## src/rtl/dsrc_pkg.sv

```systemverilog
// Shared types and constants for the datagram sequence and reassembly check unit.
// Used by every module of the block; depends on nothing else.
`default_nettype none

package dsrc_pkg;

    // Reassembly buffer size in bytes. The usable limit saturates at 32767 so that
    // the running byte count always fits in 15 bits.
    localparam int unsigned REASSEMBLY_BYTES = 16384;
    localparam int unsigned BUF_LIMIT_INT    =
        (REASSEMBLY_BYTES > 32767) ? 32767 : REASSEMBLY_BYTES;
    localparam logic [14:0] BUF_LIMIT        = 15'(BUF_LIMIT_INT);

    localparam int unsigned SEQ_W   = 31;
    localparam int unsigned LEN_W   = 15;
    localparam int unsigned AVAIL_W = 11;

    // Configuration register indexes.
    localparam logic [1:0] CFG_FULL_FRAG_LEN     = 2'd0;
    localparam logic [1:0] CFG_MAX_MESSAGE_BYTES = 2'd1;
    localparam logic [1:0] CFG_ACK_FRAGMENTS     = 2'd2;

    localparam logic [14:0] RST_FULL_FRAG_LEN     = 15'd1300;
    localparam logic [15:0] RST_MAX_MESSAGE_BYTES = 16'd16384;
    localparam logic        RST_ACK_FRAGMENTS     = 1'b1;

    typedef enum logic [2:0] {
        VERDICT_WHOLE       = 3'd0,
        VERDICT_REASSEMBLED = 3'd1,
        VERDICT_STALE       = 3'd2,
        VERDICT_HELD        = 3'd3,
        VERDICT_GAP         = 3'd4,
        VERDICT_BAD_LENGTH  = 3'd5,
        VERDICT_TOO_LONG    = 3'd6
    } t_verdict;

    typedef struct packed {
        logic [14:0] full_frag_len;
        logic [15:0] max_message_bytes;
        logic        ack_fragments;
    } t_cfg;

    typedef struct packed {
        logic [SEQ_W-1:0] last_seq;
        logic [SEQ_W-1:0] build_seq;
        logic [LEN_W-1:0] assembled;
    } t_state;

    typedef struct packed {
        logic [SEQ_W-1:0]   seq_number;
        logic               is_fragment;
        logic [15:0]        frag_start;
        logic [15:0]        frag_len;
        logic [AVAIL_W-1:0] bytes_available;
    } t_header;

    typedef struct packed {
        t_verdict         verdict;
        logic [SEQ_W-1:0] dropped_count;
        logic [LEN_W-1:0] store_offset;
        logic [LEN_W-1:0] message_bytes;
    } t_result;

endpackage

`default_nettype wire

```

## src/rtl/dsrc_cfg_regs.sv

```systemverilog
// Configuration registers of the datagram sequence and reassembly check unit.
// Depends on dsrc_pkg for register indexes, reset values and the t_cfg struct.
`default_nettype none

module dsrc_cfg_regs (
    input  wire logic          i_clk,
    input  wire logic          i_rst_n,
    input  wire logic          i_wr_en,
    input  wire logic [1:0]    i_wr_index,
    input  wire logic [15:0]   i_wr_data,
    output dsrc_pkg::t_cfg     o_cfg
);

    dsrc_pkg::t_cfg r_cfg;
    dsrc_pkg::t_cfg n_cfg;

    always_comb begin
        n_cfg = r_cfg;
        if (i_wr_en) begin
            case (i_wr_index)
                dsrc_pkg::CFG_FULL_FRAG_LEN:     n_cfg.full_frag_len     = i_wr_data[14:0];
                dsrc_pkg::CFG_MAX_MESSAGE_BYTES: n_cfg.max_message_bytes = i_wr_data;
                dsrc_pkg::CFG_ACK_FRAGMENTS:     n_cfg.ack_fragments     = i_wr_data[0];
                default:                         n_cfg = r_cfg;
            endcase
        end
    end

    always_ff @(posedge i_clk) begin
        if (!i_rst_n) begin
            r_cfg.full_frag_len     <= dsrc_pkg::RST_FULL_FRAG_LEN;
            r_cfg.max_message_bytes <= dsrc_pkg::RST_MAX_MESSAGE_BYTES;
            r_cfg.ack_fragments     <= dsrc_pkg::RST_ACK_FRAGMENTS;
        end else begin
            r_cfg <= n_cfg;
        end
    end

    assign o_cfg = r_cfg;

endmodule

`default_nettype wire

```

## src/rtl/dsrc_decide.sv

```systemverilog
// Per-header decision logic: sequence check, fragment order and length checks,
// and the next sequence and reassembly state. Depends on dsrc_pkg.
`default_nettype none

module dsrc_decide (
    input  wire dsrc_pkg::t_header i_hdr,
    input  wire dsrc_pkg::t_state  i_state,
    input  wire dsrc_pkg::t_cfg    i_cfg,
    output dsrc_pkg::t_result      o_result,
    output dsrc_pkg::t_state       o_state
);

    logic        stale;
    logic        new_build;
    logic [14:0] cur_asm;
    logic        start_ok;
    logic        len_bad;
    logic [15:0] sum;
    logic [14:0] new_asm;

    assign stale     = (i_hdr.seq_number <= i_state.last_seq);
    assign new_build = (i_hdr.seq_number != i_state.build_seq);
    assign cur_asm   = new_build ? '0 : i_state.assembled;

    // The start offset is signed; a negative one never matches the byte count.
    assign start_ok = !i_hdr.frag_start[15] && (i_hdr.frag_start[14:0] == cur_asm);

    assign sum     = {1'b0, cur_asm} + {1'b0, i_hdr.frag_len[14:0]};
    assign new_asm = sum[14:0];
    assign len_bad = i_hdr.frag_len[15]
                  || (i_hdr.frag_len[14:0] > {4'b0, i_hdr.bytes_available})
                  || (sum > {1'b0, dsrc_pkg::BUF_LIMIT});

    always_comb begin
        o_state                = i_state;
        o_result.verdict       = dsrc_pkg::VERDICT_STALE;
        o_result.dropped_count = '0;
        o_result.store_offset  = '0;
        o_result.message_bytes = '0;
        if (!stale) begin
            o_result.dropped_count = i_hdr.seq_number - i_state.last_seq - 31'd1;
            if (!i_hdr.is_fragment) begin
                o_result.verdict = dsrc_pkg::VERDICT_WHOLE;
                o_state.last_seq = i_hdr.seq_number;
            end else begin
                o_state.build_seq = i_hdr.seq_number;
                o_state.assembled = cur_asm;
                if (!start_ok) begin
                    o_result.verdict = dsrc_pkg::VERDICT_GAP;
                end else if (len_bad) begin
                    o_result.verdict = dsrc_pkg::VERDICT_BAD_LENGTH;
                end else begin
                    o_result.store_offset = cur_asm;
                    o_state.assembled     = new_asm;
                    if (i_hdr.frag_len[14:0] == i_cfg.full_frag_len) begin
                        o_result.verdict = dsrc_pkg::VERDICT_HELD;
                    end else if ({1'b0, new_asm} > i_cfg.max_message_bytes) begin
                        o_result.verdict = dsrc_pkg::VERDICT_TOO_LONG;
                    end else begin
                        o_result.verdict       = dsrc_pkg::VERDICT_REASSEMBLED;
                        o_result.message_bytes = new_asm;
                        o_state.assembled      = '0;
                        if (i_cfg.ack_fragments) begin
                            o_state.last_seq = i_hdr.seq_number;
                        end
                    end
                end
            end
        end
    end

endmodule

`default_nettype wire

```

## src/rtl/datagram_sequence_reassembly_check_unit.sv

```systemverilog
// Top level of the datagram sequence and reassembly check unit: input register,
// sequence state, result register. Depends on dsrc_pkg, dsrc_cfg_regs, dsrc_decide.
`default_nettype none

// One received-datagram header goes in per word and one verdict word comes out
// per header, in order. The block takes a header every clock cycle unless both
// registers are full and the sink stalls; a header passes from the input register
// through the decision logic into the output register, which then presents
// its result on the output. The
// sequence and reassembly state is updated in the same cycle as the decision,
// so each header sees the effect of the one before it. The output register
// holds a result while the sink stalls and the input side keeps accepting until
// both registers are full. Configuration writes are accepted at any time and
// should be issued only while no header is in flight.
module datagram_sequence_reassembly_check_unit (
    input  wire logic        i_clk,
    input  wire logic        i_rst_n,
    input  wire logic        i_s_axis_tvalid,
    output logic             o_s_axis_tready,
    // [30:0] seq_number, [46:31] frag_start, [62:47] frag_len,
    // [73:63] bytes_available, [79:74] zero
    input  wire logic [79:0] i_s_axis_tdata,
    // [0] is_fragment
    input  wire logic        i_s_axis_tuser,
    output logic             o_m_axis_tvalid,
    input  wire logic        i_m_axis_tready,
    // [30:0] dropped_count, [45:31] store_offset, [60:46] message_bytes, [63:61] zero
    output logic [63:0]      o_m_axis_tdata,
    // [2:0] verdict
    output logic [2:0]       o_m_axis_tuser,
    input  wire logic        i_cfg_valid,
    output logic             o_cfg_ready,
    input  wire logic [1:0]  i_cfg_index,
    input  wire logic [15:0] i_cfg_data
);

    dsrc_pkg::t_cfg    cfg;
    dsrc_pkg::t_header r_hdr;
    logic              r_hdr_valid;
    dsrc_pkg::t_state  r_state;
    dsrc_pkg::t_state  n_state;
    dsrc_pkg::t_result n_result;
    dsrc_pkg::t_result r_result;
    logic              r_out_valid;
    logic              fire;
    logic              in_take;

    assign o_cfg_ready = 1'b1;

    dsrc_cfg_regs u_cfg (
        .i_clk      (i_clk),
        .i_rst_n    (i_rst_n),
        .i_wr_en    (i_cfg_valid),
        .i_wr_index (i_cfg_index),
        .i_wr_data  (i_cfg_data),
        .o_cfg      (cfg)
    );

    dsrc_decide u_decide (
        .i_hdr    (r_hdr),
        .i_state  (r_state),
        .i_cfg    (cfg),
        .o_result (n_result),
        .o_state  (n_state)
    );

    // The registered header is decided when the output register is free or drains.
    assign fire            = r_hdr_valid && (!r_out_valid || i_m_axis_tready);
    assign o_s_axis_tready = !r_hdr_valid || fire;
    assign in_take         = i_s_axis_tvalid && o_s_axis_tready;

    always_ff @(posedge i_clk) begin
        if (!i_rst_n) begin
            r_hdr_valid <= 1'b0;
            r_out_valid <= 1'b0;
            r_state     <= '0;
        end else begin
            if (in_take) begin
                r_hdr_valid <= 1'b1;
            end else if (fire) begin
                r_hdr_valid <= 1'b0;
            end
            if (fire) begin
                r_out_valid <= 1'b1;
                r_state     <= n_state;
            end else if (i_m_axis_tready) begin
                r_out_valid <= 1'b0;
            end
        end
    end

    always_ff @(posedge i_clk) begin
        if (in_take) begin
            r_hdr.seq_number      <= i_s_axis_tdata[30:0];
            r_hdr.is_fragment     <= i_s_axis_tuser;
            r_hdr.frag_start      <= i_s_axis_tdata[46:31];
            r_hdr.frag_len        <= i_s_axis_tdata[62:47];
            r_hdr.bytes_available <= i_s_axis_tdata[73:63];
        end
        if (fire) begin
            r_result <= n_result;
        end
    end

    assign o_m_axis_tvalid = r_out_valid;
    assign o_m_axis_tuser  = r_result.verdict;
    assign o_m_axis_tdata  = {3'b000, r_result.message_bytes, r_result.store_offset,
                              r_result.dropped_count};

    // The last accepted sequence never moves backward outside of reset.
    assert property (@(posedge i_clk) disable iff (!i_rst_n)
        $past(i_rst_n) |-> (r_state.last_seq >= $past(r_state.last_seq)))
        else $error("last accepted sequence decreased");

    // The running byte count stays within the reassembly buffer.
    assert property (@(posedge i_clk) disable iff (!i_rst_n)
        r_state.assembled <= dsrc_pkg::BUF_LIMIT)
        else $error("assembled byte count beyond buffer limit");

    // A store offset is reported only for accepted fragment payload.
    assert property (@(posedge i_clk) disable iff (!i_rst_n)
        (r_out_valid && (r_result.store_offset != '0)) |->
        ((r_result.verdict == dsrc_pkg::VERDICT_REASSEMBLED)
         || (r_result.verdict == dsrc_pkg::VERDICT_HELD)
         || (r_result.verdict == dsrc_pkg::VERDICT_TOO_LONG)))
        else $error("store offset on a verdict without payload");

    // A message length is reported only on a reassembled delivery.
    assert property (@(posedge i_clk) disable iff (!i_rst_n)
        (r_out_valid && (r_result.message_bytes != '0)) |->
        (r_result.verdict == dsrc_pkg::VERDICT_REASSEMBLED))
        else $error("message length without reassembled delivery");

endmodule

`default_nettype wire

```

## config.mk

```make
export PLATFORM = sky130hd
export DESIGN_NAME = datagram_sequence_reassembly_check_unit
export DESIGN_NICKNAME = d
export VERILOG_FILES = /design/src/rtl/dsrc_pkg.sv /design/src/rtl/dsrc_cfg_regs.sv /design/src/rtl/dsrc_decide.sv /design/src/rtl/datagram_sequence_reassembly_check_unit.sv
export SDC_FILE = /design/constraint.sdc
export NUM_CORES = 1
export LEC_CHECK = 0
export ABC_AREA = 1
export BUFFER_PORTS_ARGS = -buffer_cell sky130_fd_sc_hd__buf_2
export CORE_ASPECT_RATIO = 1.5
export CORE_MARGIN = 5
export CORE_UTILIZATION = 45
export CTS_CLUSTER_DIAMETER = 40
export CTS_CLUSTER_SIZE = 10
export DETAILED_ROUTE_END_ITERATION = 8
export HOLD_SLACK_MARGIN = 0.15
export PLACE_DENSITY = 0.68
export SKIP_LAST_GASP = 1
export SLEW_MARGIN = 0
export SYNTH_ARGS = -nofsm -noshare
export SYNTH_HDL_FRONTEND = slang
export SYNTH_HIERARCHICAL = 1
export SYNTH_SLANG_ARGS = --single-unit
```

## constraint.sdc

```tcl
create_clock -name i_clk -period 12.2 [get_ports i_clk]
set_input_delay 0.61 -clock i_clk [delete_from_list [all_inputs] [get_ports i_clk]]
set_output_delay 0.61 -clock i_clk [all_outputs]
set_load 0.03 [all_outputs]
```

# Word level (Yosys, flattened, before mapping)
# Index checks and enable logic that the tools add are counted.
# totals
register_bits	250
input_bits	104
output_inout_bits	70
elab_cells	81
# classes
addsub	3
n_lt_le_gt_ge	4
eq_ne	10
mux	20
n_bitwise	3
n_reduce_logical	22
# ops
op	n
$mux W31	6
$mux W15	5
$le A31 B31 Y1	1
$ne A31 B31 Y1	1
$sub A31 B1 Y31 const B	1
$sub A31 B31 Y31	1
$eq A15 B15 Y1	2
$add A15 B15 Y16	1
$gt A15 B16 Y1	1
$gt A16 B15 Y1 const B	1
$gt A15 B11 Y1	1
$mux W3	4
$reduce_and A7 Y1	1
$ne A2 B2 Y1 const B	3
$reduce_and A2 Y1	3
$reduce_or A6 Y1	1
$logic_or A1 B1 Y1	4
$mux W1	4
$ne A2 B1 Y1 const B	2
$reduce_bool A2 Y1	2
$reduce_or A4 Y1	1
$logic_and A1 B1 Y1	3
$logic_not A1 Y1	3
$not A1 Y1	3
7 further kinds	7

# Longest topological paths before layout
# Gate-level depths: netlist (run 1).
# depth
word_depth	9
ltp_mapped	46
ltp_nobuf	44

# Cells and area by module
# Netlist (run 1), hierarchy kept.
# modules_own_cells
mod	n_inst	cells_per_inst	area_each_um2	seq_area_each_um2
dsrc_decide	1	1729	8375.5	0.0
datagram_sequence_reassembly_check_unit	1	663	7795.0	5755.5
dsrc_cfg_regs	1	197	1351.3	640.6

# Worst setup path after synthesis (run 1)
# OpenSTA, ideal clock, no wires.
# synth_path
kind	register -> register
from	register r_hdr[47] (netlist name)
to	register r_state[3] (netlist name)
setup_time_ps	115
arrival_ps	4553
t_required_ps	12085
setup_slack_ps	7532
path_stages_with_launch	42
path_buffers	3
synth_period_minus_slack_ps	4668
path_cell_list	edfxtp_1 > inv_2 > nand2_1 > nand2_1 > clkinv_1 > nand2_1 > nor2_1 > nand2_1 > nor2_4 > buf_6 > nand3_2 > inv_1 > ha_1 > fa_1 > nand2_1 > nand2_1 > nand3b_1 > nand2_1 > (+6 left out) > nand2_1 > nand2_1 > ha_1 > nand4_1 > nor2_1 > nand2_1 > nand2_1 > buf_2 > inv_1 > nor2_1 > clkbuf_1 > o21ai_0 > nand3_1 > nand2_1 > inv_1 > nand3_1 > nand2_1 > nor2_1
# synth_between
elab_chain_cells	8
word_cells_on_any_way	15
classes_between	add/sub (1); order compare (3); eq/ne (2); mux (5); bitwise (1); reduce/logical (3)
# synth_rtl
element	line_no	text
start: declaration	datagram_sequence_reassembly_check_unit.sv:38	dsrc_pkg::t_header r_hdr;
$ne A31 B31 Y1	dsrc_decide.sv:22	assign new_build = (i_hdr.seq_number != i_state.build_seq);
$mux W15	dsrc_decide.sv:23	assign cur_asm = new_build ? '0 : i_state.assembled;
$add A15 B15 Y16	dsrc_decide.sv:28	assign sum = {1'b0, cur_asm} + {1'b0, i_hdr.frag_len[14:0]};
$gt A15 B16 Y1	dsrc_decide.sv:57	end else if ({1'b0, new_asm} > i_cfg.max_message_bytes) begin
$mux W15	dsrc_decide.sv:57	
$mux W15	dsrc_decide.sv:55	if (i_hdr.frag_len[14:0] == i_cfg.full_frag_len) begin
$mux W15	dsrc_decide.sv:50	end else if (len_bad) begin
$mux W15	dsrc_decide.sv:48	if (!start_ok) begin
end signal: assignment	datagram_sequence_reassembly_check_unit.sv:85	r_state <= n_state;
end: declaration	datagram_sequence_reassembly_check_unit.sv:40	dsrc_pkg::t_state r_state;
# Several ways; a longest one is shown, not always the timed one.
# A chain may end at the register's enable or synchronous reset.

# Final worst setup path (run 1)
# layout_path
from	register r_hdr[58] (netlist name)
to	register r_result, in the netlist o_m_axis_tdata[50] (data pin)
# layout_between
elab_chain_cells	6
word_cells_on_any_way	11
classes_between	add/sub (1); order compare (3); eq/ne (2); mux (1); bitwise (1); reduce/logical (3)
# layout_rtl
element	line_no	text
$ne A31 B31 Y1	dsrc_decide.sv:22	
$mux W15	dsrc_decide.sv:23	
$add A15 B15 Y16 / $eq A15 B15 Y1 (equally long branches)	dsrc_decide.sv:28, dsrc_decide.sv:26	
$gt A16 B15 Y1 / $logic_and A1 B1 Y1 (equally long branches)	dsrc_decide.sv:32, dsrc_decide.sv:26	
$logic_or A1 B1 Y1 / $not A1 Y1 (equally long branches)	n/a	
$reduce_or A6 Y1 (no source line)	n/a	
end signal: assignment	datagram_sequence_reassembly_check_unit.sv:101	r_result <= n_result;
end: declaration	datagram_sequence_reassembly_check_unit.sv:43	dsrc_pkg::t_result r_result;
# Several ways; a longest one is shown, not always the timed one.

==> impl_metrics.toml, run 1 <==
[outcome]
outcome = "completed"

[global_route]
grt_pass1_wl_mm = 82.2
first_global_vias = 15700
grt.total_usage_pct = 23.8
overflow = 0
antenna_found_initial = 0
grt_max_degree = 103

[place]
place_congestion = 0.928
dpl.hpwl_mm = 36.3
post-place-cells = 3136
io_buffers = 163
dp_worst_setup_slack_ns = 5.06

[hold_path]
min-delay-path-class = "primary input to flip-flop"
hold_start = "i_s_axis_tdata[9]"
hold_depth = 1
hold_path_end = "r_hdr[53]$_DFFE_PP_"

[floorplanning]
initial_core_util_pct = 45.5
num_io_pins = 174
dieArea_um2 = 43100
rows = 88
fp.dieW_um = 171
chipHeight_um = 252
core_area_um2 = 38500

[clocking]
cts.repair.resized = 0
insertion_delay_ns = 0.54
clk_path_buf_depth = 3
h-tree-depth = 2
root_buffer = "clkbuf_16"
cts_sinks = 250
cts_hold_buffers = 0
cts_inserted_buffers = 38
cts_tree = "yes"
path_clk_slew_ns = 0.06
postCtsSetupBuffers = 0

[timing]
fin_crit_sh_pct = 60.3
min_period_ns = 7.36
clock_skew_ns = 0.0240
finalSetupViolCount = 0
slew_violations = 0
worstMarginPinSlew_ns = 1.16
hold_viol_final = 0
slew_headroom_pct = 22.5
rsz0062_at_grt = "false"
finalSetupTns_ns = 0
fmax_ghz = 0.136
worst_slack_ns = 4.84

[detailed_routing]
num_vias = 16900
viasPerCell = 5.26
drt_iter0_drc = 1463
drcViolationCount = 0
routed_wl_mm = 53.2
firstDrtPassIters = 6
wl_per_cell_um = 16.6
antenna_left = 0

[yosys]
yosys_warnings = 6
synth_cell_types = 47
avgSynthCellArea_um2 = 6.77
yosysMostFrequentCell = "nand2_1"
synth_edf_count = 139
async_flop_share_pct = 0
synthTopCellsByCount = "nand2_1, inv_1, nor2_1"
syn_area_um2 = 17500
synth-seq-area-share_pct = 36.5
synth_flop_cell = "edfxtp_1"
synth_largest_area_cell = "edfxtp_1"
ys_seq_elements = 250
synth_cells = 2589
synth_area_leaders = "edfxtp_1, nand2_1, dfxtp_1, inv_1, a21oi_1"
yosysTopAreaCellShare_pct = 23.8

[setup_path]
critPathSlowestCell = "nor2_1"
reg2reg_slack_ns = 4.84
cp_common_cell = "nand2_1"
ff2ff_path_depth = 34
critical_path_arrival_ns = 7.72
crit_path_max_incr_delay_ns = 0.75
path_max_fanout = 33
critPathLaunchType = "flip-flop"
worstSetupPathType = "flip-flop to flip-flop"
worstPathRequired_ns = 12.56
r2r-start = "r_hdr[58]$_DFFE_PP_"
worstReg2RegEnd = "o_m_axis_tdata[50]$_DFFE_PP_"
cp-end-kind = "flip-flop"

[finish]
fin_cells = 3204
finalNetCount = 2860
area_delta_synth_final_pct = 11.9
finish.utilization_pct = 50.9
fillers = 3790
n_antenna_cell = 0
final_layout_size_suffix_gt1_share_pct = 10.8

[pwr]
p_leak_uw = 0.00970
p_per_area_nw_per_um2 = 134
power.total_uw = 2630
ir_drop_mv = 0.111

[job]
cap_violations = 0
==> metrics by stage <==
stage               hold slack [ns]  cell area (um^2)
global route                  0.235             19600
detailed placement            0.451             18300
global placement              0.454             18300
CTS                           0.221             19600
floorplan                     0.427             17500
finish                        0.242             19600
==> layer usage <==
layer	global-route usage, %	vias to the layer above	wire (um)
met4	15.5	0	3930
met1	26.9	7639	19800
li1	-	8409	-
met5	0	-	0
met3	3.34	180	3230
met2	41.4	624	26200
==> power breakdown <==
part,internal (uW),total (uW),switching (uW)
Combinational,181,531,350
Clock,684,1080,397
Sequential,955,1020,61.5
Total,1820,2630,808
==> placed cells by master (no fill, tap or decap), types with 6 or more instances in the layout <==
cell       synthesis  layout
nand4_1           29      29
ha_1              73      73
inv_1            319     318
nor2_4            14      16
nor2_1           268     266
dfxtp_1          111     109
nand3b_1           6       6
nand2_1          863     862
xor2_1            10      10
inv_2              9       9
edfxtp_1         139     139
a21oi_1          214     213
buf_2             35     162
clkbuf_16          0      40
o21ai_1            7       7
nand3_1          204     204
clkbuf_1          49      10
nand3_2           10      10
buf_4             13      18
a21o_1             7       7
clkinv_1           5       6
o21a_1             7       7
xnor2_1           38      38
o21ai_0           86      86
==> worst max-delay path, delay by kind of cell (launching register included) <==
kind,cells,cell delay (ns)
and+or+nand+nor,24,4.33
AOI/OAI and AO/OA,1,0.32
buffers and inverters,6,1.02
DFF,1,0.65
adders and majority gates,3,0.79
==> state kept, by name, summed over array words and instances, names as in the netlist <==
signal	count
r_state	77
r_hdr	75
o_m_axis_tvalid	1
o_m_axis_tuser	3
u_cfg/o_cfg	32
o_m_axis_tdata	61
r_hdr_valid	1
==> cell families (layout without fill, tap and decap cells) <==
logic type	count (synthesis)	in the layout	synth area share (%)
xor+xnor	49	49	2.49
buf+inv	463	581	11.6
other cells	2	4	0.0429
compound gates	335	335	10.0
simple gates	1415	1415	33.9
flops	250	250	36.5
fa+ha+maj	75	75	5.44
==> cell type report <==
type	count	area (um^2)	share of cell area (%)
inverters	333	1250	6.38
clock buffers	53	1080	5.51
clock inverters	15	176	0.900
well taps	495	619	3.16
repair buffers	180	946	4.83
flip-flops and latches	250	6400	32.7
multi-input cells	1878	9130	46.6
==> how the worst max path moves through the flow <==
stage / slack, ns / start / end / cells past startpoint
floorplan: 7.53 / r_hdr[47]$_DFFE_PP_ / r_state[3]$_SDFFE_PN0P_ / 41
global placement: 5.09 / r_hdr[59]$_DFFE_PP_ / o_m_axis_tdata[50]$_DFFE_PP_ / 33
detailed placement: 5.06 / r_hdr[59]$_DFFE_PP_ / o_m_axis_tdata[50]$_DFFE_PP_ / 33
CTS: 4.99 / r_hdr[58]$_DFFE_PP_ / o_m_axis_tdata[50]$_DFFE_PP_ / 34
global route: 4.26 / r_hdr[58]$_DFFE_PP_ / o_m_axis_tdata[50]$_DFFE_PP_ / 34
finish: 4.84 / r_hdr[58]$_DFFE_PP_ / o_m_axis_tdata[50]$_DFFE_PP_ / 34
(Power assumes the default switching activity.)
==> inputs of run 2 (changes only) <==
Settings changed: PLACE_DENSITY 0.68 to 0.71.
Clock period 12.2 ns to 6.2 ns, I/O delays scaled along.
==> impl_metrics.toml, run 2 (same netlist as run 1, synthesis figures left out) <==
[timing]
finalSetupViolCount = 0
hold_viol_final = 0
min_period_ns = 5.63
worstMarginPinSlew_ns = 1.18
worst_slack_ns = 0.567
fin_crit_sh_pct = 90.9
holdWs_ns = 0.226
clock_skew_ns = 0.0216
finalSetupTns_ns = 0
slew_violations = 0
slew_headroom_pct = 21.3
rsz0062_at_grt = "false"
fmax_ghz = 0.178

[setup_path]
worstSetupPathType = "flip-flop to flip-flop"
worst-path-buf-inv = 6
path_max_fanout = 29
worstPathRequired_ns = 6.69
cp-end-kind = "flip-flop"
critPathSlowestCell = "edfxtp_1"
critical_path_arrival_ns = 6.12
critPathLaunchType = "flip-flop"
cp_common_cell = "nand2_1"
critPathTopFamily = "simple AND/OR/NAND/NOR gates"
crit_path_max_incr_delay_ns = 0.55

[finish]
area_delta_synth_final_pct = 19.6
finalNetCount = 2999
largest_reg_flops = 77
multi_input_area_um2 = 9120
fillers = 3669
fin_cells = 3349
regMostFlops = "r_state"
area.sequential_um2 = 6400
layout_common_cells = "nand2_1, inv_1, nor2_1"
mostFrequentLayoutCell = "nand2_1"
final_layout_size_suffix_gt1_share_pct = 12.1
n_antenna_cell = 0

[global_route]
grt_pass1_wl_mm = 87.3
overflow = 0
antenna_found_initial = 0
grt_max_degree = 91
first_global_vias = 16600
grt.total_usage_pct = 25.4

[pwr]
p_per_area_nw_per_um2 = 255
ir_drop_mv = 0.240
power.total_uw = 5340
p_leak_uw = 0.0103

[floorplanning]
initial_core_util_pct = 45.5
dieArea_um2 = 43100
fp.dieW_um = 171
core_area_um2 = 38500
chipHeight_um = 252
rows = 88
num_io_pins = 174

[detailed_routing]
viasPerCell = 5.23
wl_per_cell_um = 16.8
drcViolationCount = 0
firstDrtPassIters = 8
antenna_left = 0
drt_iter0_drc = 1513
routed_wl_mm = 56.4
num_vias = 17500

[clocking]
path_clk_slew_ns = 0.05
insertion_delay_ns = 0.55
cts_inserted_buffers = 42
cts_tree = "yes"
root_buffer = "clkbuf_16"
h-tree-depth = 2
clk_path_buf_depth = 3
cts_sinks = 250

[place]
post-place-cells = 3176
dp_worst_setup_slack_ns = 0.389
dpl.hpwl_mm = 38.0
io_buffers = 163
place_congestion = 0.907

[hold_path]
min-delay-path-class = "primary input to flip-flop"

[job]
cap_violations = 0

[outcome]
outcome = "completed"
## run 2: per-stage QoR
step                      cell area (um^2)  util (%)
after floorplan                      17500         -
after global placement               18700      48.4
after detailed placement             18700      48.4
after CTS                            21000      54.4
after global routing                 21000      54.4
final                                21000      54.4
## run 2: worst paths after layout
kind / to / startpoint / slack [ns] / cells after the start
worst max-delay path: r_state[61]$_SDFFE_PN0P_ / r_hdr[51]$_DFFE_PP_ / 0.57 / 43
worst min-delay path: u_cfg/o_cfg[0]$_SDFFE_PN1P_ / i_rst_n / 0.23 / 2
worst max register to register: r_state[61]$_SDFFE_PN0P_ / r_hdr[51]$_DFFE_PP_ / 0.57 / 43
worst min register to register: u_cfg/o_cfg[15]$_SDFFE_PN1P_ / u_cfg/o_cfg[15]$_SDFFE_PN1P_ / 0.46 / 2
## run 2: layout make-up
cell class	instances	share of cell area [%]
inverter	333	5.97
timing repair buffer	315	10.6
sequential	250	30.5
clock inverter	25	1.02
clock buffer	53	5.40
tap	495	2.95
multi-input combinational	1878	43.5
## run 2: where the power goes
| part | switching, uW | total (uW) | internal (uW) |
|---|---|---|---|
| clock network | 869 | 2220 | 1350 |
| logic | 710 | 1120 | 410 |
| registers | 115 | 1990 | 1880 |
| total | 1690 | 5340 | 3640 |
## run 2: what timing repair did
action                                 CTS  global route
hold buffers                            95             0
gates resized for setup                  0             1
endpoints found under the hold margin  108             0
setup endpoints to repair                0             9
buffers inserted                         0             0
## run 2: routing by layer
metal / routed length, um / GRT usage [%] / up-vias
met5: 0 / 0 / -
met4: 4070 / 16.1 / 0
met3: 3420 / 3.35 / 172
met2: 28500 / 45.4 / 667
met1: 20400 / 27.9 / 7989
li1: - / - / 8684
==> inputs of run 3 (changes only) <==
Settings changed: CORE_UTILIZATION 45 to 30, GPL_TIMING_DRIVEN from default to 0, PLACE_DENSITY 0.71 to 0.53.
==> impl_metrics.toml, run 3 (same netlist as run 1, synthesis figures left out) <==
[outcome]
outcome = "completed"

[setup_path]
r2r-start = "r_hdr[72]$_DFFE_PP_"
worstPathRequired_ns = 6.67
crit_path_max_incr_delay_ns = 0.55
reg2reg_slack_ns = 0.46
critical_path_arrival_ns = 6.21
worstReg2RegEnd = "r_state[6]$_SDFFE_PN0P_"
path_max_fanout = 10
ff2ff_path_depth = 37
crit_start = "r_hdr[72]$_DFFE_PP_"
cp-endpoint = "r_state[6]$_SDFFE_PN0P_"
cp_common_cell = "nand2_1"
cp-end-kind = "flip-flop"
critPathSlowestCell = "edfxtp_1"
critPathLaunchType = "flip-flop"
worstSetupPathType = "flip-flop to flip-flop"

[floorplanning]
rows = 108
fp.dieW_um = 207
dieArea_um2 = 63400
chipHeight_um = 306
initial_core_util_pct = 30.3
core_area_um2 = 57800
num_io_pins = 174

[timing]
fmax_ghz = 0.174
rsz0062_at_grt = "false"
slew_headroom_pct = 41.2
fin_crit_sh_pct = 92.5
worst_slack_ns = 0.464
finalSetupTns_ns = 0
slew_violations = 0
hold_viol_final = 0
worstMarginPinSlew_ns = 0.879
finalSetupViolCount = 0
clock_skew_ns = 0.0322
min_period_ns = 5.74

[clocking]
root_buffer = "clkbuf_16"
cts_tree = "yes"
path_clk_slew_ns = 0.06
h-tree-depth = 2
cts_inserted_buffers = 43
insertion_delay_ns = 0.60
cts_sinks = 250
clk_path_buf_depth = 3

[detailed_routing]
drt_iter0_drc = 955
wl_per_cell_um = 17.0
viasPerCell = 4.63
num_vias = 17200
drcViolationCount = 0
firstDrtPassIters = 6
antenna_left = 0
routed_wl_mm = 63.3

[finish]
final_cell_area_um2 = 22100
layout_common_cells = "nand2_1, inv_1, nor2_1"
final_layout_size_suffix_gt1_share_pct = 13.8
largest_reg_flops = 77
mostFrequentLayoutCell = "nand2_1"
n_antenna_cell = 0
fillers = 6170
finalNetCount = 3106
regMostFlops = "r_state"
area_delta_synth_final_pct = 25.9

[global_route]
met3_usage_pct = 2.33
first_global_vias = 16800
overflow = 0
grt_max_degree = 45
grt_util_met1_pct = 20.0
grt.total_usage_pct = 19.3
globalRouteMet2Util_pct = 37.7
grt_pass1_wl_mm = 96.4
antenna_found_initial = 0
busiest_layer = "met2"

[job]
cap_violations = 0

[place]
dp_worst_setup_slack_ns = -1.00
dpl_cell_area_um2 = 19400
dpl.hpwl_mm = 50.2
place_congestion = 0.881
io_buffers = 163

[pwr]
power.total_uw = 5550
p_per_area_nw_per_um2 = 252
p_leak_uw = 0.0107
ir_drop_mv = 0.194

[hold_path]
hold_depth = 4
min-delay-path-class = "primary input to flip-flop"
==> run 3: repair_timing <==
action                                  in CTS  in global routing
hold buffers                                95                  0
pin swaps                                    0                  2
buffers inserted                             6                 24
endpoints found under the setup margin      64                 61
endpoints found under the hold margin      108                  0
gates resized for setup                      9                 24
==> run 3: metrics by stage <==
stage	util, %	hold WS, ns	std cells
4_1_cts	37.8	0.153	3704
6_report	38.1	0.134	3728
3_5_place_dp	33.5	0.455	3527
2_1_floorplan	-	0.409	2591
5_1_grt	38.1	0.176	3728
3_3_place_gp	33.4	0.453	3524
==> run 3: area by class of cell <==
class	count	area [um^2]	area share, %
multi-input combinational	1878	9140	41.5
sequential	250	6400	29.0
timing repair buffer	291	2060	9.34
inverter	333	1250	5.68
clock buffer	49	1110	5.03
tap	770	963	4.37
buffer	130	810	3.67
clock inverter	27	322	1.46
==> run 3: where the power goes <==
group / internal, uW / switching, uW
Combinational: 438 / 748
Clock: 1470 / 903
Sequential: 1880 / 110
Total: 3790 / 1760
==> run 3: how the worst min path moves through the flow <==
stage | startpoint | endpoint | slack [ns]
after floorplan | i_s_axis_tdata[63] | r_hdr[0]$_DFFE_PP_ | 0.41
after global placement | u_cfg/o_cfg[15]$_SDFFE_PN1P_ | u_cfg/o_cfg[15]$_SDFFE_PN1P_ | 0.45
after detailed placement | u_cfg/o_cfg[15]$_SDFFE_PN1P_ | u_cfg/o_cfg[15]$_SDFFE_PN1P_ | 0.45
after CTS | i_m_axis_tready | r_hdr_valid$_SDFFE_PN0P_ | 0.15
after global routing | i_m_axis_tready | r_hdr_valid$_SDFFE_PN0P_ | 0.18
final | i_m_axis_tready | r_hdr_valid$_SDFFE_PN0P_ | 0.13
==> run 3: layer usage <==
metal / vias up / wire length [um] / share of wire [%]
met2: 435 / 34000 / 54
met1: 7781 / 23600 / 37
met5: - / 0 / 0
li1: 8902 / - / -
met4: 0 / 3190 / 5.0
met3: 125 / 2440 / 3.9
==> run 3: worst max-delay path: cells and delay by family, from the launching register on <==
kind            cells  cell delay, ns
buf+inv             6            0.97
xor+xnor            1            0.24
compound gates      2            0.15
simple gates       26            3.12
fa+ha+maj           2            0.58
flops               1            0.55
